<file path="config.mk">
export PLATFORM = sky130hd
export DESIGN_NAME = svm_front
export DESIGN_NICKNAME = d
export VERILOG_FILES = /design/src/svm_pkg.sv /design/src/svm_front.sv
export SDC_FILE = /design/constraint.sdc
export NUM_CORES = 1
export LEC_CHECK = 0
export BUFFER_PORTS_ARGS = -buffer_cell sky130_fd_sc_hd__buf_2
export CAP_MARGIN = 20
export CELL_PAD_IN_SITES_DETAIL_PLACEMENT = 1
export CELL_PAD_IN_SITES_GLOBAL_PLACEMENT = 1
export CORE_MARGIN = 1.5
export CORE_UTILIZATION = 12
export DETAILED_ROUTE_END_ITERATION = 10
export PLACE_DENSITY = 0.91
export RECOVER_POWER = 25
export SYNTH_ARGS = -nofsm -noshare
export SYNTH_HDL_FRONTEND = slang
export SYNTH_SLANG_ARGS = --single-unit
</file>
<file path="constraint.sdc">
create_clock -name vclk -period 1.3
set_input_delay 0.26 -clock vclk [all_inputs]
set_output_delay 0.26 -clock vclk [all_outputs]
set_load 0.005 [all_outputs]
</file>
<file path="src/svm_pkg.sv">
`default_nettype none

package svm_pkg;

  // Command codes as they arrive on the input
  localparam logic [2:0] CMD_TICK = 3'd0;
  localparam logic [2:0] CMD_LOAD = 3'd1;
  localparam logic [2:0] CMD_PLAY = 3'd2;
  localparam logic [2:0] CMD_LOOP = 3'd3;
  localparam logic [2:0] CMD_STOP = 3'd4;

  // Result status codes
  typedef enum logic [1:0] {
    ST_OK       = 2'd0,
    ST_NO_SLOT  = 2'd1,
    ST_EMPTY    = 2'd2,
    ST_ZERO_LEN = 2'd3
  } status_e;

  // Classified operation handed from the front to the back
  typedef enum logic [2:0] {
    OP_TICK,
    OP_LOAD,
    OP_PLAY,
    OP_LOOP,
    OP_STOP,
    OP_ZERO_LEN,
    OP_BAD_STOP,
    OP_NOP
  } op_e;

  typedef struct packed {
    logic [2:0]         command;
    logic [15:0]        address;
    logic [16:0]        wave_length;
    logic signed [31:0] sample_value;
    logic [1:0]         slot_select;
  } svm_in_t;

  typedef struct packed {
    logic signed [31:0] mixed_sample;
    logic [1:0]         slot_taken;
    logic [1:0]         status;
    logic [3:0]         active_voices;
  } svm_out_t;

  typedef struct packed {
    op_e                op;
    logic [15:0]        address;
    logic [16:0]        wave_length;
    logic signed [31:0] sample_value;
    logic [1:0]         slot_select;
  } svm_cmd_t;

endpackage

`default_nettype wire

</file>
<file path="src/svm_front.sv">
`default_nettype none

module svm_front import svm_pkg::*; #(
  parameter int unsigned SLOTS_PER_KIND = 4
) (
  input  svm_in_t  item_i,
  input  logic     push_i,
  output logic     full_o,
  output logic     q_push_o,
  input  logic     q_full_i,
  output svm_cmd_t cmd_o
);

  // Accept whenever the command queue has room
  assign full_o   = q_full_i;
  assign q_push_o = push_i && !q_full_i;

  // Classify the item; flag zero length and out-of-range stops here
  always_comb begin
    cmd_o.address      = item_i.address;
    cmd_o.wave_length  = item_i.wave_length;
    cmd_o.sample_value = item_i.sample_value;
    cmd_o.slot_select  = item_i.slot_select;
    unique case (item_i.command)
      CMD_TICK: cmd_o.op = OP_TICK;
      CMD_LOAD: cmd_o.op = OP_LOAD;
      CMD_PLAY: cmd_o.op = (item_i.wave_length == 17'd0) ? OP_ZERO_LEN : OP_PLAY;
      CMD_LOOP: cmd_o.op = (item_i.wave_length == 17'd0) ? OP_ZERO_LEN : OP_LOOP;
      CMD_STOP: cmd_o.op = (32'(item_i.slot_select) < SLOTS_PER_KIND) ? OP_STOP
                                                                       : OP_BAD_STOP;
      default:  cmd_o.op = OP_NOP;
    endcase
  end

endmodule

`default_nettype wire

</file>
==> impl_metrics.ini <==
[run_status]
status = finished with violations
violations = setup timing

[die]
ioPinCount = 144
start_util_pct = 12.5
die_h_um = 73.5
rows = 25
core_area_sq_um = 4750
die_width_um = 73.5
dieArea_sq_um = 5390

[synthesis]
yosysSeqAreaShare_pct = 0
netlist.area_leader.share_pct = 85.7
synth_compound_area_share_pct = 5.46
syn_area_sq_um = 596
synth_xor_area_share_pct = 0
synth_most_common_cell = buf_4
synth_top_family_by_area = buffers and inverters
synth.area.mux_share_pct = 0
synth_area_leaders = buf_4, nor4_1, a21oi_1
synth.largest_area_cell = buf_4
yosysWarningCount = 0
synthCells = 81
yosys.area_share.adder_pct = 0
synth-simple-area-share_pct = 8.82
avgSynthCellArea_sq_um = 7.35
synth_nets = 153
synthTopCellsByCount = buf_4, nor4_1, a21oi_1
synth.distinct_cells = 11

[final_layout]
n_fill_cell = 580
final_nets = 135
nFlopsAndLatches = 0
diodes = 0
fin_area_sq_um = 477
clockBufferCount = 0
syn2layout_area_growth_pct = -20.0
final_cells = 128
utilization_pct = 10.0
layout-drive-gt1-share_pct = 85.2
register_area_sq_um = 0

[drt]
dr.pass1.iters = 1
drt_iter0_drc = 0
viasPerCell = 3.20
drc = 0
vias = 410
routed_wl_um = 1270
postRouteAntennaNets = 0
wire_per_inst_um = 9.90

[hold_path]
holdPathEnd = cmd_o[26]
hold_start = item_i[26]
hold_class = input pin to output pin
hold_depth = 0

[sta]
holdWs_ps = 520
layout_setup_ws_ps = -167
post-route-period-util_pct = 113
drv_slew = 0
tightest_slew_ps = 226
finalSetupViolCount = 3
hold_viol_final = 0
fin_crit_ps = 1470
max_freq_mhz = 681
slew_headroom_pct = 84.8
rsz0062_at_grt = yes

[global_routing]
grt_max_degree = 4
grt_remaining_overflow = 0
grt_pass1_vias = 371
track_usage_pct = 3.62
grt_pass1_wl_um = 1600
antenna_found_initial = 0

[place]
placedCellCount = 127
portBuffers = 44
gp_congestion = 0.461
postPlaceCellArea_sq_um = 412
hpwlAfterDp_um = 1090
place_ws_ps = -259

[pwr]
leakage_nw = 0.227
pwr_density_cell_nw_per_um2 = 257
irDropWorstVdd_mv = 0.0339

[critical_path]
end_kind = output pin
cp.required_ps = 1040
critPathLaunchType = input pin
cp.arrival_ps = 1210
crit_fanout = 2
path_class = input pin to output pin

[clock_tree]
cts_hold_buffers = 0

[job]
timing.max_cap.violations = 0
area by class of cell:
type	instances	area, sq um	area share [%]
multi-input combinational	13	114	23.9
timing repair buffer	48	279	58.5
tap	67	83.8	17.6
cells in the final DEF, fill, tap and decap left out:
| cell | instances |
|---|---|
| or4b_4 | 1 |
| buf_8 | 1 |
| nor4_2 | 1 |
| or4_4 | 1 |
| nand4_1 | 1 |
| o21bai_1 | 1 |
| nor4_4 | 1 |
| buf_4 | 4 |
| a21oi_1 | 2 |
| buf_6 | 3 |
| o21ai_1 | 1 |
| nor2b_1 | 1 |
| o21ba_1 | 1 |
| nor2_1 | 1 |
| buf_2 | 40 |
| nor4_1 | 1 |
worst max path at each step:
stage | from | end | slack, ps | depth (start not counted)
after global placement | item_i[35] | cmd_o[68] | -260 | 5
final | item_i[69] | cmd_o[68] | -170 | 4
after detailed placement | item_i[35] | cmd_o[68] | -260 | 5
after global routing | item_i[69] | cmd_o[68] | -200 | 4
after floorplan | item_i[42] | cmd_o[69] | 90 | 2
after CTS | item_i[69] | cmd_o[68] | -190 | 4
critical path, stage by stage:
cell and delay, ps:
buf_2 110, or4_4 520, o21ba_1 200, buf_2 120
where the power goes:
part	leakage [nW]	switching [mW]	internal [mW]
clock	0	0	0
combinational	0.227	0.0491	0.0735
sequential	0	0	0
total	0.227	0.0491	0.0735
layer usage:
| layer | GRT usage, % | up-vias | routed length [um] |
|---|---|---|---|
| met5 | 0 | - | 0 |
| met4 | 4.32 | 0 | 121 |
| met3 | 2.06 | 24 | 292 |
| met2 | 7.11 | 60 | 557 |
| met1 | 1.72 | 171 | 296 |
| li1 | - | 155 | - |
logic make-up (layout without fill, tap and decap cells):
family | count (synthesis) | after routing
AOI/OAI and AO/OA | 5 | 5
and+or+nand+nor | 8 | 8
buffers and inverters | 68 | 48
through the flow:
step | TNS (ps) | total power [mW]
finish | -384 | 0.123
global route | -471 | 0.136
CTS | -416 | 0.122
detailed placement | -656 | 0.105
global placement | -679 | 0.100
floorplan | 0 | 0.182
what timing repair did:
action	in CTS	in global routing
resized for setup	10	2
pin swaps	3	2
setup buffers	1	0
setup endpoints to repair	3	3
Note: power is estimated with default switching activity, not from simulation.
