### config.mk
export PLATFORM = sky130hd
export DESIGN_NAME = svm_queue
export DESIGN_NICKNAME = d
export VERILOG_FILES = /design/src/svm_pkg.sv /design/src/svm_queue.sv
export SDC_FILE = /design/constraint.sdc
export NUM_CORES = 1
export LEC_CHECK = 0
export ABC_AREA = 1
export CORE_ASPECT_RATIO = 1.25
export CORE_MARGIN = 1.5
export CORE_UTILIZATION = 65
export CTS_CLUSTER_DIAMETER = 120
export DETAILED_ROUTE_END_ITERATION = 8
export DONT_BUFFER_PORTS = 1
export PLACE_DENSITY_LB_ADDON = 0.05
export SYNTH_ARGS = -nofsm -noshare
export SYNTH_HDL_FRONTEND = slang
export SYNTH_SLANG_ARGS = --single-unit
### constraint.sdc
create_clock -name clk_i -period 9.4 [get_ports clk_i]
set_input_delay 2.35 -clock clk_i [delete_from_list [all_inputs] [get_ports clk_i]]
set_output_delay 2.35 -clock clk_i [all_outputs]
set_load 0.005 [all_outputs]
### src/svm_pkg.sv
`default_nettype none

package svm_pkg;

  // Command codes as they arrive on the input
  localparam logic [2:0] CMD_TICK = 3'd0;
  localparam logic [2:0] CMD_LOAD = 3'd1;
  localparam logic [2:0] CMD_PLAY = 3'd2;
  localparam logic [2:0] CMD_LOOP = 3'd3;
  localparam logic [2:0] CMD_STOP = 3'd4;

  // Result status codes
  typedef enum logic [1:0] {
    ST_OK       = 2'd0,
    ST_NO_SLOT  = 2'd1,
    ST_EMPTY    = 2'd2,
    ST_ZERO_LEN = 2'd3
  } status_e;

  // Classified operation handed from the front to the back
  typedef enum logic [2:0] {
    OP_TICK,
    OP_LOAD,
    OP_PLAY,
    OP_LOOP,
    OP_STOP,
    OP_ZERO_LEN,
    OP_BAD_STOP,
    OP_NOP
  } op_e;

  typedef struct packed {
    logic [2:0]         command;
    logic [15:0]        address;
    logic [16:0]        wave_length;
    logic signed [31:0] sample_value;
    logic [1:0]         slot_select;
  } svm_in_t;

  typedef struct packed {
    logic signed [31:0] mixed_sample;
    logic [1:0]         slot_taken;
    logic [1:0]         status;
    logic [3:0]         active_voices;
  } svm_out_t;

  typedef struct packed {
    op_e                op;
    logic [15:0]        address;
    logic [16:0]        wave_length;
    logic signed [31:0] sample_value;
    logic [1:0]         slot_select;
  } svm_cmd_t;

endpackage

`default_nettype wire

### src/svm_queue.sv
`default_nettype none

module svm_queue import svm_pkg::*; (
  input  logic     clk_i,
  input  logic     rst_ni,
  input  logic     push_i,
  input  svm_cmd_t data_i,
  output logic     full_o,
  input  logic     pop_i,
  output logic     valid_o,
  output svm_cmd_t data_o
);

  svm_cmd_t   entry_q [2];
  logic       wr_ptr_q;
  logic       rd_ptr_q;
  logic [1:0] count_q;

  assign full_o  = (count_q == 2'd2);
  assign valid_o = (count_q != 2'd0);
  assign data_o  = entry_q[rd_ptr_q];

  // Advance pointers and count on each transfer
  always_ff @(posedge clk_i or negedge rst_ni) begin
    if (!rst_ni) begin
      wr_ptr_q <= 1'b0;
      rd_ptr_q <= 1'b0;
      count_q  <= 2'd0;
    end else begin
      if (push_i) wr_ptr_q <= !wr_ptr_q;
      if (pop_i)  rd_ptr_q <= !rd_ptr_q;
      unique case ({push_i, pop_i})
        2'b10:   count_q <= count_q + 2'd1;
        2'b01:   count_q <= count_q - 2'd1;
        default: count_q <= count_q;
      endcase
    end
  end

  // Hold queued commands
  always_ff @(posedge clk_i) begin
    if (push_i) entry_q[wr_ptr_q] <= data_i;
  end

endmodule

`default_nettype wire

==> results.txt, run 1 <==
----------------------------------------------------
[Worst hold path]
  Worst min-delay path class ... reg -> reg
  Worst min-delay path endpoint ... count_q[1]
  Count of cells along the worst hold path ... 2
  Source of the worst hold timing path ... count_q[1]

[Floorplanning]
  Die outline area ... between 0.008 and 0.009 sq mm
  Number of cell rows ... 37
  Die extent in x ... 84.7 um
  Die Span Y ... 105 um
  Initial cell density of the core ... 66.6%
  Core box area ... a little over 0.008 sq mm
  I/O pin count ... 146

[Global route]
  Total routing usage reported by global routing ... 19.7%
  Number of antenna violations at the first check in global routing ... 0
  Aggregate global routing overflow ... 0
  Via count of the first global-routing pass ... 2627
  Maximum number of pins on one net before global-route repair ... between 100 and 150
  Wire length of the first global-routing pass ... about 13000 um

[Setup path]
  R2R depth ... 2
  Required arrival time at the worst endpoint ... a little over 7 ns
  R2R Setup Slk ... 7.28 ns
  Worst R2R Start ... wr_ptr_q
  Buffers and inverters on the worst path ... 0
  Kind of critical path ... reg -> out
  Delay of the slowest cell on the worst path ... 1.20 ns
  Critical path data arrival time ... 2.14 ns
  Crit start category ... flip-flop
  Top fanout value on the critical path ... 141
  Cell-by-cell listing of the critical path ... o21ai_0
  Cell type group with the largest total delay on the critical path ... flip-flops
  Crit path capture type ... primary output
  Capture point of the worst reg-to-reg path ... entry_q[0][16]
  Standard cell with the maximum stage delay on the critical path ... sky130_fd_sc_hd__dfrtp_4

[Synthesis]
  Compound-cell area share of the yosys netlist ... 6.46%
  Synth area leader ... sky130_fd_sc_hd__edfxtp_1
  Proportion of synthesized area in mux cells ... 0%
  Cells taking the most area after synthesis ... sky130_fd_sc_hd__edfxtp_1 78%, sky130_fd_sc_hd__o21ai_0 6.5%, sky130_fd_sc_hd__inv_1 5.3%
  Largest family of logic cells by synthesized area ... buffers and inverters
  Share of the synthesized area in the top cell type ... 77.5%
  Synthesis warning total ... 0
  XOR/XNOR Fraction of Synth Area ... 0.484%
  Post-synthesis instance area ... 0.00542 sq mm
  Share of the yosys chip area belonging to registers ... 79.4%
  Post-synthesis instance total ... 389
  Share of synthesized cell area in and, or, nand and nor gates ... 5.61%
  Synth Area in Adders ... 0.231%
  Distinct cells, synth ... 15
  Average size of a mapped cell ... 13.9 sq um
  Net count after synthesis ... ~460
  Register bit count reported by yosys ... 144

[Cells and area]
  Commonest non-fill, non-tap cells in the layout ... 140 x sky130_fd_sc_hd__edfxtp_1, 76 x sky130_fd_sc_hd__nand2_1, 75 x sky130_fd_sc_hd__inv_1, 70 x sky130_fd_sc_hd__o21ai_0, 16 x sky130_fd_sc_hd__clkbuf_16
  Number of nets in the final layout ... 470
  Area growth from synthesis to layout ... 9.30%
  Leading cell type in the layout, fill and taps excluded ... sky130_fd_sc_hd__edfxtp_1
  Share of cells above drive strength 1 ... 6.63%
  Number of antenna diodes ... 0
  Final design instance area without fill ... 0.00593 sq mm
  Fillers ... 537

[Clock network]
  Maximum level of the CTS H-tree ... 4
  Worst skew pair latency ... 0.51 ns
  Total setup buffers inserted after CTS ... 0
  Clock Root Buffer ... sky130_fd_sc_hd__clkbuf_8
  Number of buffers between clock root and the deepest sink ... 2
  Cts bufs inserted ... 17
  Number of resized instances in the post-cts repair step ... 0
  CTS tree ... built
  Hold buffers post-CTS ... 0
  Number of clock sinks ... 144
  Clock-pin slew reported for the worst setup and hold paths after clock tree synthesis ... around 0.060 ns

[Route]
  Final routed wirelength across all metal layers ... 8360 um
  Via density ... roughly 5.3
  Drt drc ... 0
  Routed length per placed instance ... 16.6 um
  Via count ... between 2000 and 3000
  1st-pass router iterations ... 4
  Final ANT Viol Nets ... 0
  Initial DRC Count ... 193

[Run]
  Count of max-cap constraint violations ... 0

[STA]
  Unrepaired setup endpoints after global routing ... no
  Final setup violating endpoints ... 0
  Pins Over Slew Limit ... 0
  Final period demand of the worst path ... 4.49 ns
  Max frequency ... 222 MHz
  Hold violation count in the final report ... 0
  Final sum of negative setup slack ... 0 ns
  Slew at the pin closest to its max-slew limit ... 1.17 ns
  Post-route fraction of the period consumed by the critical path ... roughly 48%
  Worst-case clock skew ... 0.00645 ns
  Remaining max-slew budget at the tightest pin ... 21.7%

[Power]
  Power density normalized to cell area ... between 300 and 400 mW/mm^2
  Static Leakage ... between 2 and 2.5 nW
  Worst vdd ir ... 0.297 mV

[Outcome]
  Outcome ... complete, no violations

[Placed design]
  Placement Cell Area ... 0.00543 sq mm
  Number of input and output port buffers inserted ... 0
  DP Wirelength ... 5110 um
  Routability congestion estimate ... 0.806

----------------------------------------------------
[cell usage after synthesis]
master / count
sky130_fd_sc_hd__nand4_1: 1
sky130_fd_sc_hd__nand2_1: 76
sky130_fd_sc_hd__edfxtp_1: 140
sky130_fd_sc_hd__xnor2_1: 1
sky130_fd_sc_hd__buf_6: 1
sky130_fd_sc_hd__dfrtp_1: 4
sky130_fd_sc_hd__nor2_1: 2
sky130_fd_sc_hd__clkbuf_4: 2
sky130_fd_sc_hd__o21ai_0: 70
sky130_fd_sc_hd__ha_1: 1
sky130_fd_sc_hd__clkbuf_1: 5
sky130_fd_sc_hd__xor2_1: 2
sky130_fd_sc_hd__inv_1: 76
sky130_fd_sc_hd__clkbuf_8: 7
sky130_fd_sc_hd__nand3_1: 1
[per-stage QoR]
stage               cells  hold WS (ns)  total power, W  util, %  setup WS [ns]
finish                504         0.476         0.00178     72.8           4.91
detailed placement    473         0.466         0.00124     66.6           5.30
global route          504         0.534         0.00188     72.8           4.70
CTS                   504         0.483         0.00181     72.8           4.85
floorplan             389         0.442         0.00120        -           3.56
global placement      473         0.460         0.00123     66.6           5.32
[sequential cells by signal (all words and copies together), names as in the netlist]
name / count
rd_ptr_q: 1
entry_q: 140
count_q: 2
wr_ptr_q: 1
[how the worst max path moves through the flow]
stage	slack (ns)	startpoint	depth (start not counted)	endpoint
after floorplan	3.56	push_i	2	entry_q[0][0]
after global placement	5.32	push_i	3	entry_q[0][26]
after detailed placement	5.30	push_i	3	entry_q[0][58]
after CTS	4.85	rd_ptr_q	1	data_o[36]
after global routing	4.70	rd_ptr_q	1	data_o[38]
final	4.91	rd_ptr_q	1	data_o[35]
[layout make-up]
class	instances	area (sq um)	share of cell area [%]
clock buffer	19	422	7.11
timing repair buffer	2	15.0	0.253
clock inverter	12	76.3	1.29
tap	97	121	2.05
multi-input combinational	154	701	11.8
sequential	144	4310	72.7
inverter	76	285	4.81
[worst min-delay path: cells and delay by family (launching register included)]
| kind | cells | cell delay (ns) |
|---|---|---|
| flip-flops | 1 | 0.35 |
| AND/OR/NAND/NOR | 2 | 0.09 |
[kinds of logic (layout without fill, tap and decap cells)]
family          after synthesis  in the layout
compound gates               70             70
xor+xnor                      3              3
fa+ha+maj                     1              1
buf+inv                      91            109
flops                       144            144
simple gates                 80             80
[metal layers]
metal,vias up,GRT usage (%),wire length [um]
met3,13,11.6,903
li1,1317,-,-
met2,109,32.1,4320
met5,-,0,0
met4,0,7.83,153
met1,1240,20.8,2990
[power by group]
group / internal (W) / switching, W / total, W
logic: 0.0000725 / 0.000194 / 0.000267
registers: 0.000854 / 0.000104 / 0.000958
clock network: 0.000339 / 0.000221 / 0.000560
total: 0.00127 / 0.000519 / 0.00178
Note: power is estimated with default switching activity, not from simulation.
==> run 2, diff against run 1 <==
CORE_UTILIZATION = 62   (was 65)
clock period = 4.3 ns   (was 9.4 ns; I/O delays follow)
==> run 2 against run 1 <==
  * Critical path type unchanged
  * Non-clock buffer count up 2
  * Largest power group unchanged
  * Largest cell class unchanged
  * Sequential power grew 120%
  * Final area increased by 2.5%
  * Clock-buffer cell count is the same
  * Critical path depth did not move
  * Register-to-register slack got worse by 4.9 ns
  * Cell count rose by 4.6%
  * Worst setup slack got worse by 3.9 ns
==> results.txt, run 2 (synthesized netlist as in run 1, its figures left out) <==
----------------------------------------------------
[Cells and area]
  Number of nets in the final layout ... 472 (+0.43%)
  Leading registers by flop count ... entry_q: 140 flops, count_q: 2 flops
  Max reg flops ... 140 (unchanged)
  Commonest non-fill, non-tap cells in the layout ... 140 x sky130_fd_sc_hd__edfxtp_1, 76 x sky130_fd_sc_hd__nand2_1, 75 x sky130_fd_sc_hd__inv_1, 70 x sky130_fd_sc_hd__o21ai_0, 16 x sky130_fd_sc_hd__clkbuf_16
  Fillers ... 553 (+3.0%)
  Number of antenna diodes ... 0 (unchanged)
  Share of cells above drive strength 1 ... 8.78% (+2.1 points)
  Register containing the most flip-flops in the final layout ... entry_q
  Final design instance area without fill ... 0.00608 sq mm (+2.5%)
  Area growth from synthesis to layout ... 12.1%
  Leading cell type in the layout, fill and taps excluded ... sky130_fd_sc_hd__edfxtp_1

[Global route]
  Number of antenna violations at the first check in global routing ... 0 (unchanged)
  Maximum number of pins on one net before global-route repair ... 142 (unchanged)
  Wire length of the first global-routing pass ... 13100 um (+2.0%)
  Via count of the first global-routing pass ... 2707 (+3.0%)
  Aggregate global routing overflow ... 0 (unchanged)
  Total routing usage reported by global routing ... 19.8% (+0.077 points)

[Power]
  Worst vdd ir ... 0.443 mV (+49%)
  Power density normalized to cell area ... 684 mW/mm^2 (+130%)
  Static Leakage ... 2.36 nW (+2.1%)
  Total power consumption of the routed design ... 0.00416 W (+130%)

[Setup path]
  Buffers and inverters on the worst path ... 0 (unchanged)
  Crit start category ... flip-flop
  R2R Setup Slk ... 2.39 ns (-4.89 ns)
  Delay of the slowest cell on the worst path ... 1.18 ns (-0.02 ns)
  Cell-by-cell listing of the critical path ... o21ai_0
  Capture point of the worst reg-to-reg path ... entry_q[1][45]
  Crit path capture type ... primary output
  Standard cell with the maximum stage delay on the critical path ... sky130_fd_sc_hd__dfrtp_4
  Critical path data arrival time ... 2.18 ns (+0.04 ns)
  Worst R2R Start ... wr_ptr_q
  Top fanout value on the critical path ... 141 (unchanged)
  Cell type group with the largest total delay on the critical path ... flip-flops
  Required arrival time at the worst endpoint ... 3.22 ns (-3.83 ns)
  Kind of critical path ... reg -> out
  R2R depth ... 3 (+1)

[Clock network]
  Maximum level of the CTS H-tree ... 4 (unchanged)
  Number of buffers between clock root and the deepest sink ... 2 (unchanged)
  Hold buffers post-CTS ... 0 (unchanged)
  CTS tree ... built
  Number of resized instances in the post-cts repair step ... 0 (unchanged)
  Total setup buffers inserted after CTS ... 0 (unchanged)
  Cts bufs inserted ... 17 (unchanged)
  Clock Root Buffer ... sky130_fd_sc_hd__clkbuf_8
  Worst skew pair latency ... 0.51 ns (about the same)
  Clock-pin slew reported for the worst setup and hold paths after clock tree synthesis ... 0.06 ns (about the same)
  Number of clock sinks ... 144 (unchanged)

[STA]
  Post-route fraction of the period consumed by the critical path ... approximately 76%
  Worst-case clock skew ... 0.00353 ns (-0.00292 ns)
  Slew at the pin closest to its max-slew limit ... 1.20 ns (+0.0223 ns)
  Final setup margin ... 1.05 ns (-3.86 ns)
  Pins Over Slew Limit ... 0 (unchanged)
  Final setup violating endpoints ... 0 (unchanged)
  Remaining max-slew budget at the tightest pin ... 20.2% (-1.5 points)
  Hold violation count in the final report ... 0 (unchanged)
  Final period demand of the worst path ... 3.25 ns
  Max frequency ... 307 MHz
  Unrepaired setup endpoints after global routing ... no
  Final sum of negative setup slack ... 0 ns (unchanged)

[Floorplanning]
  Die outline area ... 0.00932 sq mm (+4.7%)
  I/O pin count ... 146 (unchanged)
  Die extent in x ... 86.7 um (+2.3%)
  Die Span Y ... 108 um (+2.3%)
  Number of cell rows ... 37 (unchanged)
  Initial cell density of the core ... 64.7% (-1.8 points)
  Core box area ... 0.00838 sq mm (+2.8%)

[Worst hold path]
  Worst min-delay path class ... in -> async

[Placed design]
  DP Wirelength ... 5650 um (+11%)
  Pre-CTS setup slack ... 1.60 ns (-3.70 ns)
  Placement Cell Area ... 0.00547 sq mm (+0.74%)
  Number of input and output port buffers inserted ... 0 (unchanged)
  Routability congestion estimate ... 0.770 (-4.4%)

[Route]
  Drt drc ... 0 (unchanged)
  Final ANT Viol Nets ... 0 (unchanged)
  Via count ... 2697 (+0.67%)
  Final routed wirelength across all metal layers ... 8760 um (+4.8%)
  Routed length per placed instance ... 16.6 um (+0.19%)
  1st-pass router iterations ... 4 (unchanged)
  Initial DRC Count ... 143 (-26%)
  Via density ... 5.12 (-3.7%)

[Outcome]
  Outcome ... complete, no violations

[Run]
  Count of max-cap constraint violations ... 0 (unchanged)

----------------------------------------------------
## run 2: power by group
group	internal [W]	switching, W	total (W)	leakage, nW
registers	0.00187	0.000231	0.00210	1.36
logic	0.000165	0.000422	0.000588	0.713
clock network	0.000943	0.000529	0.00147	0.286
## run 2: per-layer routing
layer | track usage (%) | part of all wire [%] | vias to the layer above
met2 | 32.1 | 52 | 107
met3 | 10.8 | 11 | 6
met5 | 0 | 0 | -
met4 | 8.99 | 0.83 | 0
li1 | - | - | 1328
met1 | 21.1 | 36 | 1256
## run 2: area by class of cell
| cell class | count | area [sq um] | area share [%] |
|---|---|---|---|
| Sequential cell | 144 | 4310 | 70.9 |
| Clock buffer | 19 | 422 | 6.94 |
| Inverter | 76 | 285 | 4.69 |
| Multi-Input combinational cell | 154 | 701 | 11.5 |
| Clock inverter | 13 | 186 | 3.07 |
| Timing Repair Buffer | 4 | 30.0 | 0.494 |
| Tap cell | 117 | 146 | 2.41 |
## run 2: worst max-delay path by stage
stage	startpoint	to	slack, ns	cells past startpoint
after floorplan	push_i	entry_q[0][0]	0.95	2
after global placement	rd_ptr_q	data_o[30]	1.62	1
after detailed placement	rd_ptr_q	data_o[30]	1.60	1
after CTS	rd_ptr_q	data_o[30]	1.05	1
after global routing	rd_ptr_q	data_o[6]	0.86	1
final	rd_ptr_q	data_o[30]	1.05	1
## run 2: through the flow
step           utilization [%]  instances  hold slack [ns]
2_1_floorplan                -        389            0.442
3_3_place_gp              65.3        495            0.453
3_5_place_dp              65.3        495            0.486
4_1_cts                   72.5        527            0.227
5_1_grt                   72.5        527            0.225
6_report                  72.5        527            0.259
==> run 3, diff against run 2 <==
ABC_AREA = 0   (was 1)
clock period = 3.2 ns   (was 4.3 ns; I/O delays follow)
==> run 3 against run 2 <==
  * Sequential power increased by 30%
  * Register-to-register slack worse by 0.94 ns
  * Sequential cell count is the same
  * First-iteration DRC count is 23% lower
  * Clock power rose by 30%
  * Cell count fell by 27%
  * Critical path depth rose by 1
  * Largest cell class unchanged
==> results.txt, run 3 <==
----------------------------------------------------
[Route]
  Routed length on met1 ... 2770 um (-13%)
  Highest signal layer in the routed design ... met4
  Final ANT Viol Nets ... 0 (unchanged)
  Via density ... 5.60 (+9.4%)
  Final routed wirelength across all metal layers ... 8170 um (-6.7%)
  Routed length per placed instance ... 21.3 um (+28%)
  Met3 WL post-DR ... 945 um (+0.75%)
  Via count ... 2145 (-20%)
  Initial DRC Count ... 110 (-23%)
  Detailed route wirelength on metal2 ... 4330 um (-4.8%)
  Drt drc ... 0 (unchanged)
  1st-pass router iterations ... 4 (unchanged)

[Placed design]
  Post-placement cell count ... 350 (-29%)
  DP Wirelength ... 5550 um (-1.7%)
  Number of input and output port buffers inserted ... 0 (unchanged)
  Routability congestion estimate ... 0.688 (-11%)
  Pre-CTS setup slack ... 0.991 ns (-0.609 ns)

[Setup path]
  Cell type group with the largest total delay on the critical path ... flip-flops
  R2R Setup Slk ... 1.45 ns (-0.94 ns)
  Buffers and inverters on the worst path ... 1 (+1)
  Worst R2R Start ... wr_ptr_q
  Capture point of the worst reg-to-reg path ... entry_q[0][5]
  Standard cell with the maximum stage delay on the critical path ... sky130_fd_sc_hd__dfrtp_4
  Count of cell instances traversed by the critical path ... 2 (+1)
  Top fanout value on the critical path ... 29 (-79%)
  Required arrival time at the worst endpoint ... 2.40 ns (-0.82 ns)
  Kind of critical path ... reg -> out
  Critical path data arrival time ... 1.93 ns (-0.25 ns)
  Beginning of the critical path ... rd_ptr_q
  Critical path destination ... data_o[4]
  Crit path capture type ... primary output
  Cell-by-cell listing of the critical path ... buf_12 > mux2_4
  R2R depth ... 2 (-1)
  Delay of the slowest cell on the worst path ... 0.78 ns (-0.40 ns)
  Crit start category ... flip-flop

[Clock network]
  Maximum level of the CTS H-tree ... 4 (unchanged)
  Clock-pin slew reported for the worst setup and hold paths after clock tree synthesis ... 0.06 ns (about the same)
  CTS tree ... built
  Cts bufs inserted ... 17 (unchanged)
  Number of resized instances in the post-cts repair step ... 0 (unchanged)
  Worst skew pair latency ... 0.50 ns (about the same)
  Number of clock sinks ... 144 (unchanged)
  Clock Root Buffer ... sky130_fd_sc_hd__clkbuf_8
  Number of buffers between clock root and the deepest sink ... 2 (unchanged)

[Global route]
  Number of antenna violations at the first check in global routing ... 0 (unchanged)
  Total routing usage reported by global routing ... 17.5% (-2.3 points)
  Via count of the first global-routing pass ... 2239 (-17%)
  Maximum number of pins on one net before global-route repair ... 46 (-68%)
  Aggregate global routing overflow ... 0 (unchanged)
  Wire length of the first global-routing pass ... 11500 um (-12%)

[Cells and area]
  Share of cells above drive strength 1 ... 39.5% (+31 points)
  Fillers ... 499 (-9.8%)
  Max reg flops ... 140 (unchanged)
  Area growth from synthesis to layout ... 12.3%
  Commonest non-fill, non-tap cells in the layout ... 140 x sky130_fd_sc_hd__edfxtp_1, 69 x sky130_fd_sc_hd__mux2_4, 16 x sky130_fd_sc_hd__clkbuf_16, 5 x sky130_fd_sc_hd__clkinv_1
  Number of antenna diodes ... 0 (unchanged)
  Register containing the most flip-flops in the final layout ... entry_q
  Number of nets in the final layout ... 325 (-31%)
  Non-filler cells in the finished layout ... 383 (-27%)
  Leading registers by flop count ... entry_q: 140 flops, count_q: 2 flops
  Leading cell type in the layout, fill and taps excluded ... sky130_fd_sc_hd__edfxtp_1

[Power]
  Static Leakage ... 2.30 nW (-2.5%)
  Worst vdd ir ... 0.570 mV (+29%)
  Power density normalized to cell area ... 946 mW/mm^2 (+38%)

[Synthesis]
  Primary FF master, synth ... sky130_fd_sc_hd__edfxtp_1
  Async S/R FF share, synth ... 2.78% (unchanged)
  Register bit count reported by yosys ... 144 (unchanged)
  Post-synthesis instance total ... 234 (-40%)
  Synth Area in Adders ... 0.224% (-0.0068 points)
  Distinct cells, synth ... 14 (-1)
  Post-synthesis instance area ... 0.00559 sq mm (+3.0%)
  Cells taking the most area after synthesis ... sky130_fd_sc_hd__edfxtp_1 75%, sky130_fd_sc_hd__mux2_4 19%, sky130_fd_sc_hd__buf_12 2.5%
  Proportion of synthesized area in mux cells ... 18.7% (+19 points)
  Largest family of logic cells by synthesized area ... multiplexers
  Synth area leader ... sky130_fd_sc_hd__edfxtp_1
  Number of synthesized flops with an enable pin ... 140 (unchanged)
  Compound-cell area share of the yosys netlist ... 0% (-6.5 points)
  Synthesis warning total ... 0 (unchanged)
  Net count after synthesis ... 309 (-33%)
  Average size of a mapped cell ... 23.9 sq um (+71%)
  Share of the synthesized area in the top cell type ... 75.2% (-2.3 points)
  Share of synthesized cell area in and, or, nand and nor gates ... 0.470% (-5.1 points)
  Most instantiated cells after synthesis ... 140 x sky130_fd_sc_hd__edfxtp_1, 69 x sky130_fd_sc_hd__mux2_4, 7 x sky130_fd_sc_hd__buf_12
  Library cell with the highest instance count after synthesis ... sky130_fd_sc_hd__edfxtp_1
  XOR/XNOR Fraction of Synth Area ... 0.784% (+0.30 points)
  Share of the yosys chip area belonging to registers ... 77.0% (-2.3 points)

[STA]
  Unrepaired setup endpoints after global routing ... no
  Hold violation count in the final report ... 0 (unchanged)
  Final setup margin ... 0.474 ns (-0.572 ns)
  Post-route fraction of the period consumed by the critical path ... 85.2%
  Slew at the pin closest to its max-slew limit ... 0.788 ns (-0.408 ns)
  Final sum of negative setup slack ... 0 ns (unchanged)
  Remaining max-slew budget at the tightest pin ... 47.3% (+27 points)
  Final setup violating endpoints ... 0 (unchanged)
  Final period demand of the worst path ... 2.73 ns
  Worst-case clock skew ... 0.00387 ns (+0.000339 ns)
  Max frequency ... 367 MHz
  Pins Over Slew Limit ... 0 (unchanged)

[Floorplanning]
  Die extent in x ... 87.9 um (+1.5%)
  Core box area ... 0.00870 sq mm (+3.8%)
  Die outline area ... 0.00960 sq mm (+3.0%)
  Number of cell rows ... 38 (+2.7%)
  Initial cell density of the core ... 64.2% (-0.49 points)
  Die Span Y ... 109 um (+1.5%)
  I/O pin count ... 146 (unchanged)

[Run]
  Count of max-cap constraint violations ... 0 (unchanged)

[Outcome]
  Outcome ... complete, no violations

[Worst hold path]
  Worst min-delay path class ... in -> reg

----------------------------------------------------
## run 3: cell count changes after synthesis, moves of 7 or more
cell / previous run / this run
sky130_fd_sc_hd__buf_12: 0 / 7
sky130_fd_sc_hd__mux2_4: 0 / 69
sky130_fd_sc_hd__o21ai_0: 70 / 0
sky130_fd_sc_hd__nand2_1: 76 / 0
sky130_fd_sc_hd__inv_1: 76 / 1
sky130_fd_sc_hd__clkbuf_8: 7 / 0
## run 3: cell families (layout without fill, tap and decap cells)
group                      after synthesis  in the layout
muxes                                   70             70
buffers and inverters                    9             38
xor gates and xnor gates                 5              5
and+or+nand+nor                          5              5
adders and majority gates                1              1
DFF                                    144            144
## run 3: timing repair
item / in CTS / in global routing
hold buffers: 1 / 0
endpoints found under the hold margin: 4 / 0
buffers inserted: 0 / 0
## run 3: through the flow
stage	hold WS, ns	power, W	util, %	instance area [sq um]
6_report	0.380	0.00594	72.2	6280
4_1_cts	0.350	0.00601	72.2	6280
3_3_place_gp	0.467	0.00403	65.3	5680
5_1_grt	0.350	0.00617	72.2	6280
3_5_place_dp	0.472	0.00410	65.3	5680
2_1_floorplan	0.448	0.00398	-	5590
## run 3: worst min-delay path by stage
| stage | from | end | slack [ns] | cells after the start |
|---|---|---|---|---|
| 2_1_floorplan | count_q[1] | count_q[1] | 0.45 | 1 |
| 3_3_place_gp | count_q[1] | count_q[1] | 0.47 | 1 |
| 3_5_place_dp | count_q[1] | count_q[1] | 0.47 | 1 |
| 4_1_cts | push_i | wr_ptr_q | 0.35 | 1 |
| 5_1_grt | push_i | wr_ptr_q | 0.35 | 1 |
| 6_report | push_i | wr_ptr_q | 0.38 | 1 |
## run 3: power by group
part | leakage, nW | internal (W) | switching [W]
combinational | 0.654 | 0.000739 | 0.000576
sequential | 1.36 | 0.00251 | 0.000208
clock | 0.286 | 0.00125 | 0.000660
## run 3: area by class of cell
type                       count  area, sq um  share of cell area (%)
clock inverter                14          170                    2.71
inverter                       1         3.75                  0.0598
sequential                   144         4310                    68.6
multi-input combinational     81         1140                    18.1
tap                          120          150                    2.39
timing repair buffer           5         90.1                    1.43
clock buffer                  18          418                    6.66
## run 3: per-layer routing
layer  up-vias  global-route usage [%]
met5         -                       0
li1        958                       -
met4         0                    9.52
met1      1072                    17.4
met2       103                    27.7
met3        12                    11.1
